`config.mk`:
```
export PLATFORM = sky130hd
export DESIGN_NAME = bounded_deque_with_search_delete_flat
export DESIGN_NICKNAME = d
export VERILOG_FILES = /design/src/sv/bdq_pkg.sv /design/src/sv/bdq_cmd_if.sv /design/src/sv/bdq_rsp_if.sv /design/src/sv/bdq_ctrl.sv /design/src/sv/bdq_datapath.sv /design/src/sv/bounded_deque_with_search_delete.sv /design/src/flat_wrapper.sv
export SDC_FILE = /design/constraint.sdc
export NUM_CORES = 1
export LEC_CHECK = 0
export CAP_MARGIN = 20
export CORE_AREA = 2 2 210 212
export DETAILED_ROUTE_END_ITERATION = 8
export DIE_AREA = 0 0 212 214
export DONT_BUFFER_PORTS = 1
export PLACE_DENSITY = 0.78
export SKIP_CTS_REPAIR_TIMING = 1
export SLEW_MARGIN = 20
export SYNTH_ARGS = -nofsm -noshare
export SYNTH_HDL_FRONTEND = slang
export SYNTH_SLANG_ARGS = --single-unit
```
`constraint.sdc`:
```
create_clock -name clk_i -period 5.3 [get_ports clk_i]
set_clock_uncertainty 0.15 [all_clocks]
set_input_delay 0.53 -clock clk_i [delete_from_list [all_inputs] [get_ports clk_i]]
set_output_delay 0.53 -clock clk_i [all_outputs]
set_load 0.05 [all_outputs]
```
`src/sv/bdq_pkg.sv`:
```
// Shared types and constants for the bounded deque with search and delete.
`default_nettype none

package bdq_pkg;

  localparam int unsigned DEF_CAPACITY = 16;
  localparam int unsigned DATA_W       = 32;
  localparam int unsigned CMD_W        = 3;
  localparam int unsigned STATUS_W     = 2;
  localparam int unsigned COUNT_W      = 5;

  typedef enum logic [CMD_W-1:0] {
    CMD_PUSH_FRONT = 3'd0,
    CMD_PUSH_BACK  = 3'd1,
    CMD_POP_FRONT  = 3'd2,
    CMD_POP_BACK   = 3'd3,
    CMD_SEARCH     = 3'd4,
    CMD_DELETE     = 3'd5
  } cmd_e;

  typedef enum logic [STATUS_W-1:0] {
    ST_OK       = 2'd0,
    ST_EMPTY    = 2'd1,
    ST_NOTFOUND = 2'd2,
    ST_FULL     = 2'd3
  } status_e;

  // source of the result data word
  typedef enum logic [1:0] {
    DSEL_ZERO  = 2'd0,
    DSEL_KEY   = 2'd1,
    DSEL_RDATA = 2'd2
  } dsel_e;

  // controller -> datapath
  typedef struct packed {
    logic    ld_cmd;
    logic    start;
    logic    from_back;
    logic    scan_en;
    logic    push_front;
    logic    push_back;
    logic    shift_wr;
    logic    front_inc;
    logic    cnt_dec;
    logic    set_res;
    status_e res_status;
    dsel_e   res_data;
    logic    out_load;
  } ctl_t;

  // datapath -> controller
  typedef struct packed {
    logic [CMD_W-1:0] cmd;
    logic             full;
    logic             empty;
    logic             hit;
    logic             last;
    logic             cmp_vld;
    logic             out_busy;
  } sts_t;

endpackage

`default_nettype wire

```
`src/sv/bdq_cmd_if.sv`:
```
// Command channel: valid/ready handshake carrying cmd and value.
`default_nettype none

interface bdq_cmd_if;
  import bdq_pkg::*;

  logic                     valid;
  logic                     ready;
  logic [CMD_W-1:0]         cmd;
  logic signed [DATA_W-1:0] value;

  modport source (output valid, output cmd, output value, input ready);
  modport sink   (input valid, input cmd, input value, output ready);
endinterface

`default_nettype wire

```
`src/sv/bdq_rsp_if.sv`:
```
// Response channel: valid/ready handshake carrying status, data and count.
`default_nettype none

interface bdq_rsp_if;
  import bdq_pkg::*;

  logic                     valid;
  logic                     ready;
  logic [STATUS_W-1:0]      status;
  logic signed [DATA_W-1:0] data;
  logic [COUNT_W-1:0]       count;

  modport source (output valid, output status, output data, output count, input ready);
  modport sink   (input valid, input status, input data, input count, output ready);
endinterface

`default_nettype wire

```
`src/sv/bdq_ctrl.sv`:
```
// Controller state machine: sequences push, pop, scan and gap-closing shift.
`default_nettype none

module bdq_ctrl (
  input  wire logic          clk_i,
  input  wire logic          rst_ni,
  input  wire logic          in_valid_i,
  output logic               in_ready_o,
  input  wire bdq_pkg::sts_t sts_i,
  output bdq_pkg::ctl_t      ctl_o
);
  import bdq_pkg::*;

  localparam logic [2:0] S_IDLE     = 3'd0;
  localparam logic [2:0] S_DISPATCH = 3'd1;
  localparam logic [2:0] S_POP_RD   = 3'd2;
  localparam logic [2:0] S_POP_DONE = 3'd3;
  localparam logic [2:0] S_SCAN     = 3'd4;
  localparam logic [2:0] S_SHIFT    = 3'd5;
  localparam logic [2:0] S_FINISH   = 3'd6;

  logic [2:0] state_q, state_d;

  always_ff @(posedge clk_i or negedge rst_ni) begin
    if (!rst_ni) begin
      state_q <= S_IDLE;
    end else begin
      state_q <= state_d;
    end
  end

  always_comb begin
    state_d    = state_q;
    ctl_o      = '0;
    in_ready_o = 1'b0;

    case (state_q)
      S_IDLE: begin
        in_ready_o = 1'b1;
        if (in_valid_i) begin
          ctl_o.ld_cmd = 1'b1;
          state_d      = S_DISPATCH;
        end
      end

      S_DISPATCH: begin
        state_d = S_FINISH;
        case (sts_i.cmd)
          CMD_PUSH_FRONT, CMD_PUSH_BACK: begin
            ctl_o.set_res  = 1'b1;
            ctl_o.res_data = DSEL_ZERO;
            if (sts_i.full) begin
              ctl_o.res_status = ST_FULL;
            end else begin
              ctl_o.res_status = ST_OK;
              ctl_o.push_front = (sts_i.cmd == CMD_PUSH_FRONT);
              ctl_o.push_back  = (sts_i.cmd == CMD_PUSH_BACK);
            end
          end
          CMD_POP_FRONT, CMD_POP_BACK: begin
            if (sts_i.empty) begin
              ctl_o.set_res    = 1'b1;
              ctl_o.res_status = ST_EMPTY;
              ctl_o.res_data   = DSEL_ZERO;
            end else begin
              ctl_o.start     = 1'b1;
              ctl_o.from_back = (sts_i.cmd == CMD_POP_BACK);
              state_d         = S_POP_RD;
            end
          end
          CMD_SEARCH, CMD_DELETE: begin
            if (sts_i.empty) begin
              ctl_o.set_res    = 1'b1;
              ctl_o.res_status = (sts_i.cmd == CMD_SEARCH) ? ST_NOTFOUND : ST_EMPTY;
              ctl_o.res_data   = DSEL_ZERO;
            end else begin
              ctl_o.start = 1'b1;
              state_d     = S_SCAN;
            end
          end
          default: begin
            ctl_o.set_res    = 1'b1;
            ctl_o.res_status = ST_OK;
            ctl_o.res_data   = DSEL_ZERO;
          end
        endcase
      end

      S_POP_RD: begin
        state_d = S_POP_DONE;
      end

      S_POP_DONE: begin
        ctl_o.set_res    = 1'b1;
        ctl_o.res_status = ST_OK;
        ctl_o.res_data   = DSEL_RDATA;
        ctl_o.cnt_dec    = 1'b1;
        ctl_o.front_inc  = (sts_i.cmd == CMD_POP_FRONT);
        state_d          = S_FINISH;
      end

      S_SCAN: begin
        ctl_o.scan_en = 1'b1;
        if (sts_i.hit) begin
          ctl_o.set_res    = 1'b1;
          ctl_o.res_status = ST_OK;
          ctl_o.res_data   = DSEL_KEY;
          state_d          = (sts_i.cmd == CMD_DELETE) ? S_SHIFT : S_FINISH;
        end else if (sts_i.last) begin
          ctl_o.set_res    = 1'b1;
          ctl_o.res_status = ST_NOTFOUND;
          ctl_o.res_data   = DSEL_ZERO;
          state_d          = S_FINISH;
        end
      end

      // entry i+1 read in the cycle before is written back to entry i
      S_SHIFT: begin
        ctl_o.scan_en = 1'b1;
        if (sts_i.cmp_vld) begin
          ctl_o.shift_wr = 1'b1;
        end else begin
          ctl_o.cnt_dec = 1'b1;
          state_d       = S_FINISH;
        end
      end

      S_FINISH: begin
        if (!sts_i.out_busy) begin
          ctl_o.out_load = 1'b1;
          state_d        = S_IDLE;
        end
      end

      default: begin
        state_d = S_IDLE;
      end
    endcase
  end

endmodule

`default_nettype wire

```
`src/sv/bdq_datapath.sv`:
```
// Datapath: ring store, front/count registers, scan pipeline and result register.
`default_nettype none

module bdq_datapath #(
  parameter int unsigned CAPACITY = bdq_pkg::DEF_CAPACITY
) (
  input  wire logic                             clk_i,
  input  wire logic                             rst_ni,
  input  wire logic [bdq_pkg::CMD_W-1:0]        cmd_i,
  input  wire logic signed [bdq_pkg::DATA_W-1:0] value_i,
  input  wire bdq_pkg::ctl_t                    ctl_i,
  output bdq_pkg::sts_t                         sts_o,
  input  wire logic                             out_ready_i,
  output logic                                  out_valid_o,
  output logic [bdq_pkg::STATUS_W-1:0]          status_o,
  output logic signed [bdq_pkg::DATA_W-1:0]     data_o,
  output logic [bdq_pkg::COUNT_W-1:0]           count_o
);
  import bdq_pkg::*;

  localparam int unsigned AW = (CAPACITY > 1) ? $clog2(CAPACITY) : 1;
  localparam int unsigned CW = $clog2(CAPACITY + 1);
  localparam logic [CW:0]   CapExt  = (CW+1)'(CAPACITY);
  localparam logic [CW-1:0] CapCnt  = CW'(CAPACITY);
  localparam logic [AW-1:0] LastIdx = AW'(CAPACITY - 1);

  // ring position of logical entry pos; base + pos stays below twice the capacity
  function automatic logic [AW-1:0] slot(input logic [AW-1:0] base,
                                         input logic [CW-1:0] pos);
    logic [CW:0] sum;
    sum = (CW+1)'(base) + (CW+1)'(pos);
    if (sum >= CapExt) begin
      sum = sum - CapExt;
    end
    return sum[AW-1:0];
  endfunction

  logic [DATA_W-1:0]   mem_q [CAPACITY];
  logic [DATA_W-1:0]   rdata_q;
  logic [CMD_W-1:0]    cmd_q;
  logic [DATA_W-1:0]   key_q;
  logic [AW-1:0]       front_q, front_d;
  logic [CW-1:0]       count_q, count_d;
  logic [CW-1:0]       rd_pos_q, rd_pos_d;
  logic [CW-1:0]       cmp_pos_q;
  logic                cmp_vld_q, cmp_vld_d;
  logic [STATUS_W-1:0] res_status_q;
  logic [DATA_W-1:0]   res_data_q, res_data_d;
  logic                out_valid_q;
  logic [STATUS_W-1:0] out_status_q;
  logic [DATA_W-1:0]   out_data_q;
  logic [COUNT_W-1:0]  out_count_q;

  logic [AW-1:0]       front_m1;
  logic [AW-1:0]       rd_addr;
  logic                wr_en;
  logic [AW-1:0]       wr_addr;
  logic [DATA_W-1:0]   wr_data;
  logic                rd_more;
  logic [CW+COUNT_W-1:0] cnt_ext;

  assign front_m1 = (front_q == '0) ? LastIdx : front_q - AW'(1);
  assign rd_addr  = slot(front_q, rd_pos_q);
  assign rd_more  = (rd_pos_q < count_q);
  assign cnt_ext  = {{COUNT_W{1'b0}}, count_q};

  // write port
  always_comb begin
    wr_en   = ctl_i.push_front | ctl_i.push_back | ctl_i.shift_wr;
    wr_addr = front_m1;
    wr_data = key_q;
    if (ctl_i.push_back) begin
      wr_addr = slot(front_q, count_q);
    end else if (ctl_i.shift_wr) begin
      wr_addr = slot(front_q, cmp_pos_q - CW'(1));
      wr_data = rdata_q;
    end
  end

  always_ff @(posedge clk_i) begin
    if (wr_en) begin
      mem_q[wr_addr] <= wr_data;
    end
    rdata_q <= mem_q[rd_addr];
  end

  always_comb begin
    front_d = front_q;
    if (ctl_i.push_front) begin
      front_d = front_m1;
    end else if (ctl_i.front_inc) begin
      front_d = (front_q == LastIdx) ? '0 : front_q + AW'(1);
    end
  end

  always_comb begin
    count_d = count_q;
    if (ctl_i.push_front || ctl_i.push_back) begin
      count_d = count_q + CW'(1);
    end else if (ctl_i.cnt_dec) begin
      count_d = count_q - CW'(1);
    end
  end

  always_comb begin
    rd_pos_d  = rd_pos_q;
    cmp_vld_d = cmp_vld_q;
    if (ctl_i.start) begin
      rd_pos_d  = ctl_i.from_back ? count_q - CW'(1) : '0;
      cmp_vld_d = 1'b0;
    end else if (ctl_i.scan_en) begin
      cmp_vld_d = rd_more;
      if (rd_more) begin
        rd_pos_d = rd_pos_q + CW'(1);
      end
    end
  end

  always_comb begin
    case (ctl_i.res_data)
      DSEL_ZERO:  res_data_d = '0;
      DSEL_KEY:   res_data_d = key_q;
      DSEL_RDATA: res_data_d = rdata_q;
      default:    res_data_d = '0;
    endcase
  end

  always_ff @(posedge clk_i or negedge rst_ni) begin
    if (!rst_ni) begin
      front_q     <= '0;
      count_q     <= '0;
      cmp_vld_q   <= 1'b0;
      out_valid_q <= 1'b0;
    end else begin
      front_q   <= front_d;
      count_q   <= count_d;
      cmp_vld_q <= cmp_vld_d;
      if (ctl_i.out_load) begin
        out_valid_q <= 1'b1;
      end else if (out_ready_i) begin
        out_valid_q <= 1'b0;
      end
    end
  end

  always_ff @(posedge clk_i) begin
    rd_pos_q <= rd_pos_d;
    if (ctl_i.scan_en) begin
      cmp_pos_q <= rd_pos_q;
    end
    if (ctl_i.ld_cmd) begin
      cmd_q <= cmd_i;
      key_q <= value_i;
    end
    if (ctl_i.set_res) begin
      res_status_q <= ctl_i.res_status;
      res_data_q   <= res_data_d;
    end
    if (ctl_i.out_load) begin
      out_status_q <= res_status_q;
      out_data_q   <= res_data_q;
      out_count_q  <= cnt_ext[COUNT_W-1:0];
    end
  end

  assign sts_o.cmd      = cmd_q;
  assign sts_o.full     = (count_q == CapCnt);
  assign sts_o.empty    = (count_q == '0);
  assign sts_o.hit      = cmp_vld_q && (rdata_q == key_q);
  assign sts_o.last     = cmp_vld_q && (cmp_pos_q == count_q - CW'(1));
  assign sts_o.cmp_vld  = cmp_vld_q;
  assign sts_o.out_busy = out_valid_q && !out_ready_i;

  assign out_valid_o = out_valid_q;
  assign status_o    = out_status_q;
  assign data_o      = out_data_q;
  assign count_o     = out_count_q;

endmodule

`default_nettype wire

```
`src/sv/bounded_deque_with_search_delete.sv`:
```
// Top level: bounded deque with search and delete-by-value over a ring store.
//
//   channel | dir | beat fields              | handshake
//   cmd_i   | in  | cmd[2:0], value[31:0]    | valid/ready
//   rsp_o   | out | status, data, count[4:0] | valid/ready
//
// One command in flight at a time; every command gives one response beat.
// The ring store reads one entry per cycle, which sets the pace of the scan
// and of the gap-closing shift. Reset clears the controller state, front,
// count, compare-valid and output-valid registers only; store entries are
// undefined until pushed. A response waiting on rsp_o does not block the
// next command beat; the following response waits for the output register
// to free.
`default_nettype none

module bounded_deque_with_search_delete #(
  parameter int unsigned CAPACITY = bdq_pkg::DEF_CAPACITY
) (
  input  wire logic clk_i,
  input  wire logic rst_ni,
  bdq_cmd_if.sink   cmd_i,
  bdq_rsp_if.source rsp_o
);
  import bdq_pkg::*;

  ctl_t ctl;
  sts_t sts;
  logic in_ready;

  bdq_ctrl u_ctrl (
    .clk_i      (clk_i),
    .rst_ni     (rst_ni),
    .in_valid_i (cmd_i.valid),
    .in_ready_o (in_ready),
    .sts_i      (sts),
    .ctl_o      (ctl)
  );

  bdq_datapath #(
    .CAPACITY (CAPACITY)
  ) u_datapath (
    .clk_i       (clk_i),
    .rst_ni      (rst_ni),
    .cmd_i       (cmd_i.cmd),
    .value_i     (cmd_i.value),
    .ctl_i       (ctl),
    .sts_o       (sts),
    .out_ready_i (rsp_o.ready),
    .out_valid_o (rsp_o.valid),
    .status_o    (rsp_o.status),
    .data_o      (rsp_o.data),
    .count_o     (rsp_o.count)
  );

  assign cmd_i.ready = in_ready;

endmodule

`default_nettype wire

```
`src/flat_wrapper.sv`:
```
// flat-port wrapper written by rule: the top's interface ports become plain ports
module bounded_deque_with_search_delete_flat import bdq_pkg::*;
#(
  parameter int unsigned CAPACITY = bdq_pkg::DEF_CAPACITY
)
  (clk_i, rst_ni, cmd_i_valid, cmd_i_cmd, cmd_i_value, cmd_i_ready, rsp_o_valid, rsp_o_status, rsp_o_data, rsp_o_count, rsp_o_ready);
  bdq_cmd_if cmd_i_i ();
  bdq_rsp_if rsp_o_i ();
  input  wire logic clk_i;
  input  wire logic rst_ni;
  input wire logic [$bits(cmd_i_i.valid)-1:0] cmd_i_valid;
  input wire logic [$bits(cmd_i_i.cmd)-1:0] cmd_i_cmd;
  input wire logic [$bits(cmd_i_i.value)-1:0] cmd_i_value;
  output wire logic [$bits(cmd_i_i.ready)-1:0] cmd_i_ready;
  output wire logic [$bits(rsp_o_i.valid)-1:0] rsp_o_valid;
  output wire logic [$bits(rsp_o_i.status)-1:0] rsp_o_status;
  output wire logic [$bits(rsp_o_i.data)-1:0] rsp_o_data;
  output wire logic [$bits(rsp_o_i.count)-1:0] rsp_o_count;
  input wire logic [$bits(rsp_o_i.ready)-1:0] rsp_o_ready;
  assign cmd_i_i.valid = cmd_i_valid;
  assign cmd_i_i.cmd = cmd_i_cmd;
  assign cmd_i_i.value = cmd_i_value;
  assign cmd_i_ready = cmd_i_i.ready;
  assign rsp_o_valid = rsp_o_i.valid;
  assign rsp_o_status = rsp_o_i.status;
  assign rsp_o_data = rsp_o_i.data;
  assign rsp_o_count = rsp_o_i.count;
  assign rsp_o_i.ready = rsp_o_ready;
  bounded_deque_with_search_delete #(.CAPACITY(CAPACITY)) u_core (.clk_i(clk_i), .rst_ni(rst_ni), .cmd_i(cmd_i_i), .rsp_o(rsp_o_i));
endmodule
```
### Word level (Yosys, flattened, before mapping)

Memory sizes are Yosys's and may differ from the RTL's. A register that Yosys moved wholly into a read port is not among the register bits.
Cells that the tools add are included.

| word-level totals | value |
|---|---|
| register bits | 132 |
| bits in latches | 0 |
| memory bits (writable) | 512 |
| ROM bits | 0 |
| input bits | 39 |
| output and inout bits | 41 |
| word-level logic and storage cells | 135 |
| memories | 1 |

Memories:

| name | depth | width | read ports | clocked after memory_dff | wr ports | line | text |
|---|---|---|---|---|---|---|---|
| u_core.u_datapath.mem_q | 16 | 32 | 1 | 1 | 1 | bdq_datapath.sv:38 | `logic [DATA_W-1:0] mem_q [CAPACITY];` |

| operators by class | value |
|---|---|
| add/sub/neg operators | 12 |
| multipliers | 0 |
| div/mod/pow operators | 0 |
| magnitude comparators | 4 |
| equality and inequality tests | 21 |
| shift-type cells | 0 |
| multiplexer cells | 61 |
| bitwise operators | 2 |
| reductions and logical operators | 20 |

Operators with widths:

| cell | number |
|---|---|
| 32-bit 2-to-1 mux | 2 |
| 32-bit case mux with 2 select lines | 1 |
| 5-bit 2-to-1 mux | 10 |
| 4-bit 2-to-1 mux | 9 |
| 32-bit equality test | 1 |
| 5-bit case mux with 3 select lines | 2 |
| 3-bit case mux with 7 select lines | 1 |
| 4-bit by 5-bit adder with 6-bit output | 3 |
| 6-bit by 5-bit >= comparator with 1-bit output (second input constant) | 3 |
| 1-bit 2-to-1 mux | 18 |
| 2-bit 2-to-1 mux | 9 |
| 3-bit 2-to-1 mux | 6 |
| 4-bit by 1-bit subtractor with 4-bit output (second input constant) | 4 |
| 3-bit equality test (second input constant) | 5 |
| 3-bit by 2-bit equality test with 1-bit output (second input constant) | 4 |
| 5-bit by 1-bit adder with 5-bit output (second input constant) | 2 |
| 2-bit nonzero test | 5 |
| 5-bit by 1-bit subtractor with 5-bit output (second input constant) | 2 |
| 2-bit OR reduction | 4 |
| 3-bit by 1-bit equality test with 1-bit output (second input constant) | 2 |
| 3-bit zero test | 2 |
| 2-bit != test (second input constant) | 3 |
| 3-bit case mux with 2 select lines | 1 |
| 5-bit equality test | 1 |
| 16 further kinds | 20 |

### Depth between registers and ports, before layout

Gate-level depths: netlist (run 1).

| depth | value |
|---|---|
| depth in word-level cells | 8 |
| gate-level depth with buffers | 10 |
| gate-level depth less buffers | 10 |

### Cells and area by module

From an unflattened synthesis (run 1), not the netlist that was laid out.

| second synthesis, totals | value |
|---|---|
| cell total of the unflattened synthesis | 1436 |
| area total of the unflattened synthesis | 26953.4 µm² |

By module, submodules not included:

| module | instances | cells each | area each (µm²) | seq. area each (µm²) |
|---|---|---|---|---|
| bdq_datapath | 1 | 1367 | 26435.4 | 19834.0 |
| bdq_ctrl | 1 | 69 | 518.0 | 75.1 |

### Worst setup path after synthesis (run 1)

Ideal clock, no wire load.

| path | value |
|---|---|
| kind | flip-flop to flip-flop |
| start point | register u_core.u_datapath.count_q[0] |
| end point | register u_core.u_datapath.res_data_q[0], enable pin |
| setup time | 472 ps |
| arrival time | 4068 ps |
| data required time | 4678 ps |
| slack | 610 ps |
| stages on the path, launching flop included | 7 |
| path buffers | 0 |
| clock period less this slack | 4690 ps |
| cell sequence | dfrtp_1 inv_1 ha_1 nor4b_1 o21ai_0 nor4b_1 o21ai_0 |

RTL lines:

| element | line | text |
|---|---|---|
| start: declaration | bdq_datapath.sv:43 | `logic [CW-1:0] count_q, count_d;` |
| start signal: assignment | bdq_datapath.sv:136 | `count_q <= count_d;` |
| end signal: assignment | bdq_datapath.sv:157 | `res_data_q <= res_data_d;` |
| end: declaration | bdq_datapath.sv:48 | `logic [DATA_W-1:0] res_data_q, res_data_d;` |

### Final worst setup path (run 1)

| path | value |
|---|---|
| start point | register u_core.u_datapath.key_q[17] |
| end point | register u_core.u_datapath.res_data_q[0], data pin |

| between the ends | value |
|---|---|
| cells in the longest elaborated chain, start to end | 6 |
| elaborated cells on any way between the ends | 7 |
| classes of those cells | eq/ne: 3; mux: 3; reduce/logical: 1 |

Ends and longest elaborated chain:

| element | line | text |
|---|---|---|
| start: declaration | bdq_datapath.sv:41 | `logic [DATA_W-1:0] key_q;` |
| start signal: assignment | bdq_datapath.sv:153 | `key_q <= value_i;` |
| 32-bit equality test * | bdq_datapath.sv:169 | `assign sts_o.hit = cmp_vld_q && (rdata_q == key_q);` |
| 1-bit logical AND * | bdq_datapath.sv:169 |  |
| 5-bit 2-to-1 mux * | bdq_ctrl.sv:104 | `if (sts_i.hit) begin` |
| 5-bit case mux with 3 select lines * | bdq_ctrl.sv:37 | `case (state_q)` |
| 2-bit equality test / 2-bit by 1-bit equality test with 1-bit output (equally long branches) | bdq_datapath.sv:120 | `case (ctl_i.res_data)` |
| 32-bit case mux with 2 select lines * | bdq_datapath.sv:120 |  |
| named net u_core.u_datapath.res_data_d[0] | bdq_datapath.sv:48 |  |

The timed path passes the listed nets; every way through them passes the cells marked *.
A chain may end at the register's enable or synchronous reset.

==> results_dict.tcl, run 1 <==
set metrics [dict create \
    status "completed" \
    worst_pin_slew_ps 1060 \
    place_ws_ps 1230 \
    start_util 0.627 \
    clkTransAtPathRegs_ps 60 \
    async_flop_share 0.0207 \
    worstHoldPathType "input pin to register" \
    layout-drive-gt1-share 0.194 \
    place_hpwl_um 35600 \
    viasPerCell 6.48 \
    die_width_um 212 \
    slew_headroom 0.294 \
    final_common_cell "edfxtp_1" \
    finalWorstSetupSlack_ps 1110 \
    drt-initial-drc-count 1901 \
    worst-endpoint-required_ps 5480 \
    cts_tree "built" \
    netlist_instances 1501 \
    final_cell_mix "630 x edfxtp_1, 175 x nand2_1, 128 x mux4_2" \
    root_buffer "clkbuf_16" \
    avgSynthCellArea_um2 17.9 \
    grt_pass1_vias 14400 \
    final_hold_viol_count 0 \
    fmax_mhz 239 \
    synth-edff-count 630 \
    overflow 0 \
    finalMaxSlewViolations 0 \
    ant_nets 0 \
    grt_max_degree 65 \
    ir_drop_uv 794 \
    leakagePower_nw 9.93 \
    tns_ps 0 \
    numCtsBuffers 68 \
    critPathMaxFanout 21 \
    ios 80 \
    synth-seq-cells 676 \
    area_delta_synth_final_pct 13.2 \
    synth_area_leader_cell "edfxtp_1" \
    ys_types 66 \
    ys_warn_count 0 \
    power_density_mw_per_mm2 667 \
    clkSinkCount 676 \
    synth_ff_type "edfxtp_1" \
    critPathCaptureType "register" \
    antenna_found_initial 1 \
    grt_pass1_wl_um 90700 \
    arrival_ps 4370 \
    clk_path_buf_depth 3 \
    grt_usage 0.276 \
    gp_congestion 0.820 \
    dr.pass1.iters 6 \
    htreeDepth 3 \
    syn_area_mm2 0.0269 \
    syn_nets 1569 \
    startpoint_type "register" \
    nets 1647 \
    rows 76 \
    wl_per_cell_um 27.7 \
    wl_um 61400 \
    die_y_um 214 \
    portBuffers 0 \
    core_mm2 0.0429 \
    yosysTopAreaCellShare 0.703 \
    insertion_delay_ps 590 \
    min_period_ps 4190 \
    vias 14400 \
    p_total_mw 20.3 \
    setup_viol 0 \
    drv_cap 0 \
    drc 0 \
    finalCritPeriodShare 0.790 \
    ys_top_cells_by_area "edfxtp_1 70%, mux4_2 11%, nand2_1 2.4%" \
    path_class "register to register" \
    rsz0062_at_grt "false" \
    antennaDiodeCount 0 \
    fp.dieArea_mm2 0.0454 \
    synth-seq-area-share 0.740 \
]
-- worst paths after layout --
kind,slack [ps],startpoint,to,cells after the start
min,60,rsp_o_ready,u_core.u_datapath.out_valid_o,2
min in group asynchronous,310,rst_ni,u_core.u_ctrl.state_q[1],1
min reg2reg,270,u_core.u_datapath.res_data_q[24],u_core.u_datapath.data_o[24],0
max in group asynchronous,4190,rst_ni,u_core.u_datapath.count_q[2],1
max,1110,u_core.u_datapath.key_q[17],u_core.u_datapath.res_data_q[0],10
max reg2reg,1110,u_core.u_datapath.key_q[17],u_core.u_datapath.res_data_q[0],10
-- power by group --
| part | total (mW) | internal [mW] | switching (mW) |
|---|---|---|---|
| Sequential | 7.67 | 6.88 | 0.782 |
| Clock | 4.60 | 2.65 | 1.95 |
| Combinational | 8.05 | 3.24 | 4.81 |
| Total | 20.3 | 12.8 | 7.54 |
-- flip-flops by register name (all words and copies together), names as in the netlist --
register,flops
u_core.u_ctrl.state_q,3
u_core.u_datapath.res_data_q,32
u_core.u_datapath.status_o,2
u_core.u_datapath.count_q,5
u_core.u_datapath.cmp_pos_q,5
u_core.u_datapath.data_o,32
u_core.u_datapath.out_valid_o,1
u_core.u_datapath.cmd_q,3
u_core.u_datapath.rdata_q,32
u_core.u_datapath.front_q,4
u_core.u_datapath.count_o,5
u_core.u_datapath.rd_pos_q,5
u_core.u_datapath.key_q,32
u_core.u_datapath.res_status_q,2
u_core.u_datapath.mem_q,512
u_core.u_datapath.cmp_vld_q,1
-- through the flow --
| stage | instances | hold WS [ps] | utilization | area, um2 |
|---|---|---|---|---|
| detailed placement | 2058 | 84.9 | 0.651 | 27900 |
| floorplan | 1501 | 84.4 | - | 26900 |
| global route | 2219 | 63.1 | 0.710 | 30400 |
| CTS | 2183 | -543 | 0.701 | 30100 |
| global placement | 2054 | 85.0 | 0.649 | 27900 |
| finish | 2219 | 60.5 | 0.710 | 30400 |
-- final cells by class --
class / instances / area, um2
Fill cell: 2521 / 12400
Inverter: 24 / 90.1
Timing Repair Buffer: 81 / 773
Clock inverter: 30 / 230
Clock buffer: 95 / 1920
Multi-Input combinational cell: 728 / 6790
Sequential cell: 676 / 19900
Tap cell: 585 / 732
-- metal layers --
layer | vias up | GRT usage | share of wire
met5 | - | 0 | 0.00021
li1 | 6064 | - | -
met4 | 2 | 0.108 | 0.032
met1 | 7369 | 0.385 | 0.38
met3 | 137 | 0.0589 | 0.088
met2 | 806 | 0.432 | 0.50
-- logic make-up after synthesis --
logic type / synth area share
simple gates: 0.0572
compound gates: 0.0442
xor+xnor: 0.0195
flops: 0.740
mux: 0.110
fa+ha+maj: 0.0143
buf+inv: 0.0150
-- synth_stat cells, drive strengths merged, types with 3 or more instances --
master,count
edfxtp,630
nand2,179
mux4,128
nor2,66
clkbuf,47
xor2,39
a31oi,36
a211oi,35
and2,35
a22oi,34
dfxtp,32
buf,26
ha,26
inv,24
xnor2,21
o21ai,19
a21oi,14
dfrtp,14
nand3,12
nor3,12
nor4,8
a21o,7
nand2b,6
nor3b,5
o22ai,5
fa,3
mux2i,3
nor2b,3
o21a,3
o31ai,3
-- critical path, cell delays in order, from the launching register on --
cell      delay [ps]
edfxtp_1         500
xor2_1           270
nor4_1           630
nand4_1          190
nor3_1           690
and2_1           260
inv_1             50
ha_1             540
buf_4            370
a22oi_1          190
nor2_1            70
Power figures use the tool's default switching activity.
==> run 2, diff against run 1 <==
--- a/config.mk
+++ b/config.mk
@@ -6,11 +6,11 @@
 export NUM_CORES = 1
 export LEC_CHECK = 0
 export CAP_MARGIN = 20
-export CORE_AREA = 2 2 210 212
+export CORE_AREA = 2 2 221 223
 export DETAILED_ROUTE_END_ITERATION = 8
-export DIE_AREA = 0 0 212 214
+export DIE_AREA = 0 0 223 225
 export DONT_BUFFER_PORTS = 1
-export PLACE_DENSITY = 0.78
+export PLACE_DENSITY = 0.75
 export SKIP_CTS_REPAIR_TIMING = 1
 export SLEW_MARGIN = 20
 export SYNTH_ARGS = -nofsm -noshare
==> constraint.sdc (replaced) <==
create_clock -name clk_i -period 3.6 [get_ports clk_i]
set_clock_uncertainty 0.15 [all_clocks]
set_input_delay 0.36 -clock clk_i [delete_from_list [all_inputs] [get_ports clk_i]]
set_output_delay 0.36 -clock clk_i [all_outputs]
set_load 0.05 [all_outputs]
==> run 2 against run 1 <==
Effect of this change: count of clock-buffer cells in the layout up 6; die area rose by 11%; non-clock buffer count is 41 higher; register-to-register slack got worse by 920 ps; combinational power is 50% higher; worst hold slack better by 84 ps; first-iteration DRC count decreased by 12%; sequential cell count unchanged.
==> results_dict.tcl, run 2 (synthesis results as in run 1) <==
set metrics [dict create \
    status "completed" \
    leakagePower_nw 10.2 \
    place_ws_ps 157 \
    fill_cells 2976 \
    rows 80 \
    clkSinkCount 676 \
    wl_per_cell_um 26.6 \
    setup_viol 0 \
    largest_register_ffs 512 \
    layout-drive-gt1-share 0.216 \
    core_mm2 0.0475 \
    cp_top_family "compound AO/OA/AOI/OAI gates" \
    final_cell_mix "630 x edfxtp_1, 175 x nand2_1, 128 x mux4_2" \
    grt_max_degree 63 \
    ant_nets 0 \
    rsz0062_at_grt "false" \
    slowest_delay_ps 390 \
    cp-endpoint "u_core.u_datapath.mem_q[13][10]" \
    grt_usage 0.247 \
    multi_input_area_mm2 0.00680 \
    drc 0 \
    wl_um 60900 \
    htreeDepth 3 \
    critPathCaptureType "register" \
    crit_chain "inv_1, ha_1, inv_1, ha_1, a21o_1, a21oi_1, xnor2_1, o21ai_0, a31oi_2, nor2_4, buf_4" \
    slew_headroom 0.338 \
    r2r-start "u_core.u_datapath.cmp_pos_q[0]" \
    fmax_mhz 293 \
    drv_cap 0 \
    drt-initial-drc-count 1664 \
    numCtsBuffers 68 \
    overflow 0 \
    arrival_ps 3510 \
    clk_path_buf_depth 3 \
    register_area_mm2 0.0199 \
    grt_pass1_vias 14300 \
    regMostFlops "u_core.u_datapath.mem_q" \
    place_hpwl_um 36100 \
    ios 80 \
    cp.depth 11 \
    gp_congestion 0.822 \
    finalCritPeriodShare 0.947 \
    finalWorstSetupSlack_ps 191 \
    min_period_ps 3410 \
    critPathMaxFanout 21 \
    dr.pass1.iters 5 \
    clkTransAtPathRegs_ps 60 \
    vias 14300 \
    antennaDiodeCount 0 \
    viasPerCell 6.23 \
    worst_pin_slew_ps 993 \
    nets 1688 \
    root_buffer "clkbuf_16" \
    startpoint_type "register" \
    die_width_um 223 \
    antenna_found_initial 0 \
    power_density_mw_per_mm2 971 \
    worst-endpoint-required_ps 3700 \
    path_class "register to register" \
    finalMaxSlewViolations 0 \
    worstHoldPathType "input pin to async pin" \
    portBuffers 0 \
    post_dp_cell_area_mm2 0.0284 \
    die_y_um 225 \
    grt_pass1_wl_um 90100 \
    fp.dieArea_mm2 0.0502 \
    reg2reg_depth 11 \
    final_common_cell "edfxtp_1" \
    area_delta_synth_final_pct 15.5 \
    final_area_mm2 0.0311 \
    crit_slowest_cell "edfxtp_1" \
    critPathBufInv 3 \
    insertion_delay_ps 610 \
    cts_tree "built" \
    r2r_end "u_core.u_datapath.mem_q[13][10]" \
    start_util 0.566 \
    ir_drop_uv 1150 \
    r2r_setup_slack_ps 190 \
    crit_path_start "u_core.u_datapath.cmp_pos_q[0]" \
    final_hold_viol_count 0 \
]
run 2: cell types whose count changed in the layout (fill, tap and decap cells not counted):
cell / previous run / this run
buf_4: 39 / 63
inv_16: 1 / 0
a31oi_2: 0 / 2
clkinv_8: 1 / 3
clkbuf_1: 20 / 17
dlygate4sd3_1: 36 / 38
clkinv_2: 16 / 11
buf_12: 6 / 21
clkbuf_8: 3 / 12
a31oi_1: 36 / 34
clkinvlp_4: 3 / 2
run 2: metal layers:
layer / routed length [um] / global-route usage / share of wire
met5: 0 / 0 / 0
met4: 1850 / 0.0905 / 0.030
met3: 5270 / 0.0598 / 0.087
met2: 29700 / 0.395 / 0.49
met1: 24000 / 0.334 / 0.39
run 2: worst min path at each step:
stage                     slack, ps                            to  depth (start not counted)
final                           140  u_core.u_datapath.count_q[3]                          1
after global routing            180  u_core.u_datapath.count_q[0]                          1
after CTS                      -730  u_core.u_datapath.count_q[0]                          0
after detailed placement        -80  u_core.u_datapath.front_q[2]                          0
after global placement          -80  u_core.u_datapath.front_q[2]                          0
after floorplan                 -90      u_core.u_ctrl.state_q[0]                          0
run 2: stage by stage:
step                      std cells  hold slack [ps]  utilization  total power [mW]  TNS, ps
after global placement         2127            -84.2        0.598              23.1        0
after floorplan                1501            -85.6            -              19.5  -117870
after global routing           2291              178        0.654              31.6        0
after detailed placement       2127            -84.2        0.598              23.3        0
after CTS                      2253             -731        0.645              30.3        0
final                          2291              144        0.654              30.2        0
run 2: power breakdown:
group | internal (mW) | leakage, nW | switching, mW
Combinational | 5.05 | 3.04 | 7.08
Clock | 4.07 | 1.10 | 2.89
Sequential | 10.1 | 6.10 | 0.956
run 2: worst register-to-register path, stage by stage (launching register included):
cell and delay (ps):
edfxtp_1 390, inv_1 90, ha_1 330, inv_1 60, ha_1 290, a21o_1 180
a21oi_1 170, xnor2_1 110, o21ai_0 360, a31oi_2 330, nor2_4 200, buf_4 390
run 2: cell type report:
type,count,share of cell area
clock buffer,101,0.0653
clock inverter,25,0.00676
sequential,676,0.641
timing repair buffer,122,0.0410
tap,615,0.0248
inverter,24,0.00290
multi-input combinational,728,0.219
==> run 3, diff against run 2 <==
--- a/config.mk
+++ b/config.mk
@@ -6,11 +6,11 @@
 export NUM_CORES = 1
 export LEC_CHECK = 0
 export CAP_MARGIN = 20
-export CORE_AREA = 2 2 221 223
+export CORE_AREA = 2 2 263 265
+export CTS_CLUSTER_SIZE = 14
 export DETAILED_ROUTE_END_ITERATION = 8
-export DIE_AREA = 0 0 223 225
+export DIE_AREA = 0 0 265 267
 export DONT_BUFFER_PORTS = 1
-export PLACE_DENSITY = 0.75
 export SKIP_CTS_REPAIR_TIMING = 1
 export SLEW_MARGIN = 20
 export SYNTH_ARGS = -nofsm -noshare
==> run 3 against run 2 <==
Effect of this change: core utilization fell by 19 points; sequential share of layout area fell by 1.5 points; die area rose by 41%; via count fell by 1.3%; design area rose by 2.4%; critical path type unchanged; first-iteration DRC count fell by 15%; fmax rose by 0.17%; worst hold slack got worse by 17 ps; register-to-register slack barely moved; largest cell class unchanged.
==> results_dict.tcl, run 3 (synthesis results as in run 1) <==
set metrics [dict create \
    status "completed" \
    antennaDiodeCount 0 \
    worst_pin_slew_ps 970 \
    regMostFlops "u_core.u_datapath.mem_q" \
    setup_viol 0 \
    start_util 0.396 \
    vias 14100 \
    grt_usage 0.186 \
    die_width_um 265 \
    finalCritPeriodShare 0.945 \
    area_delta_synth_final_pct 18.3 \
    ir_drop_uv 708 \
    dr.pass1.iters 5 \
    slew_headroom 0.350 \
    ios 80 \
    largest_register_ffs 512 \
    drc 0 \
    portBuffers 0 \
    clkSinkCount 676 \
    worst-endpoint-required_ps 3810 \
    grt_max_degree 65 \
    arrival_ps 3610 \
    p_total_mw 31.5 \
    wl_um 64900 \
    critPathMaxFanout 10 \
    die_y_um 267 \
    finalMaxSlewViolations 0 \
    nets 1694 \
    final_common_cell "edfxtp_1" \
    clkTransAtPathRegs_ps 70 \
    path_class "register to register" \
    htreeDepth 3 \
    fmax_mhz 294 \
    final_hold_viol_count 0 \
    antenna_found_initial 1 \
    fp.dieArea_mm2 0.0708 \
    rows 96 \
    fin_util 0.468 \
    layout-drive-gt1-share 0.222 \
    final_cell_mix "630 x edfxtp_1, 175 x nand2_1, 128 x mux4_2" \
    root_buffer "clkbuf_16" \
    rsz0062_at_grt "false" \
    insertion_delay_ps 630 \
    ant_nets 0 \
    grt_pass1_vias 14200 \
    power_density_mw_per_mm2 991 \
    leakagePower_nw 10.4 \
    overflow 0 \
    fill_cells 5653 \
    place_hpwl_um 38600 \
    numCtsBuffers 73 \
    min_period_ps 3400 \
    startpoint_type "register" \
    clk_path_buf_depth 3 \
    critPathCaptureType "register" \
    cts_tree "built" \
    grt_pass1_wl_um 95200 \
    wl_per_cell_um 25.3 \
    core_mm2 0.0680 \
    gp_congestion 0.780 \
    viasPerCell 5.48 \
    drv_cap 0 \
    worstHoldPathType "input pin to async pin" \
    drt-initial-drc-count 1418 \
]
run 3: cell count changes in the layout (fill, tap and decap cells not counted), sizes merged:
cell | before | now
buf | 84 | 85
bufinv | 2 | 8
clkinvlp | 2 | 5
clkinv | 20 | 23
clkbuf | 101 | 95
inv | 25 | 29
run 3: final cells by class:
class,instances,area (um2),area share
Clock buffer,95,1970,0.0619
Clock inverter,41,515,0.0162
Inverter,24,90.1,0.00283
Multi-Input combinational cell,728,6800,0.214
Sequential cell,676,19900,0.626
Tap cell,882,1100,0.0347
Timing Repair Buffer,123,1430,0.0450
run 3: stage by stage:
step | instance area [um2] | setup slack (ps) | setup TNS [ps] | instances | hold slack (ps)
5_1_grt | 31800 | 1.05 | 0 | 2569 | 177
4_1_cts | 31400 | 103 | 0 | 2531 | -772
6_report | 31800 | 196 | 0 | 2569 | 127
3_5_place_dp | 28900 | 144 | 0 | 2395 | -84.9
2_1_floorplan | 26900 | -239 | -117870 | 1501 | -85.6
3_3_place_gp | 28900 | 173 | 0 | 2395 | -85.1
run 3: final timing paths:
| kind | cells past startpoint | endpoint | start | slack [ps] |
|---|---|---|---|---|
| worst max-delay path | 13 | u_core.u_datapath.res_data_q[27] | u_core.u_datapath.key_q[0] | 200 |
| worst min-delay path | 1 | u_core.u_datapath.front_q[3] | rst_ni | 130 |
| worst max register to register | 13 | u_core.u_datapath.res_data_q[27] | u_core.u_datapath.key_q[0] | 200 |
| worst min register to register | 0 | u_core.u_datapath.data_o[25] | u_core.u_datapath.res_data_q[25] | 260 |
| max in group asynchronous | 1 | u_core.u_datapath.out_valid_o | rst_ni | 2630 |
| min in group clk_i | 1 | u_core.u_datapath.key_q[11] | cmd_i_value[11] | 210 |
run 3: power by group:
group | internal [mW] | switching [mW]
Combinational | 5.34 | 7.42
Sequential | 10.1 | 0.969
Clock | 4.51 | 3.16
run 3: critical path: stages, from the launching register on:
cell,delay (ps)
edfxtp_1,450
xor2_1,170
nor4_1,630
buf_4,220
nand3_1,90
nor3_1,200
buf_4,170
and2_1,140
inv_1,50
ha_2,190
buf_12,160
buf_4,160
a22oi_1,250
nor2_1,100
run 3: routing by layer:
layer  up-vias  global-route usage  share of wire
li1       6167                   -              -
met1      7350               0.261           0.45
met2       462               0.288           0.46
met3       106              0.0420          0.065
met4         2              0.0612          0.027
met5         -                   0        0.00020
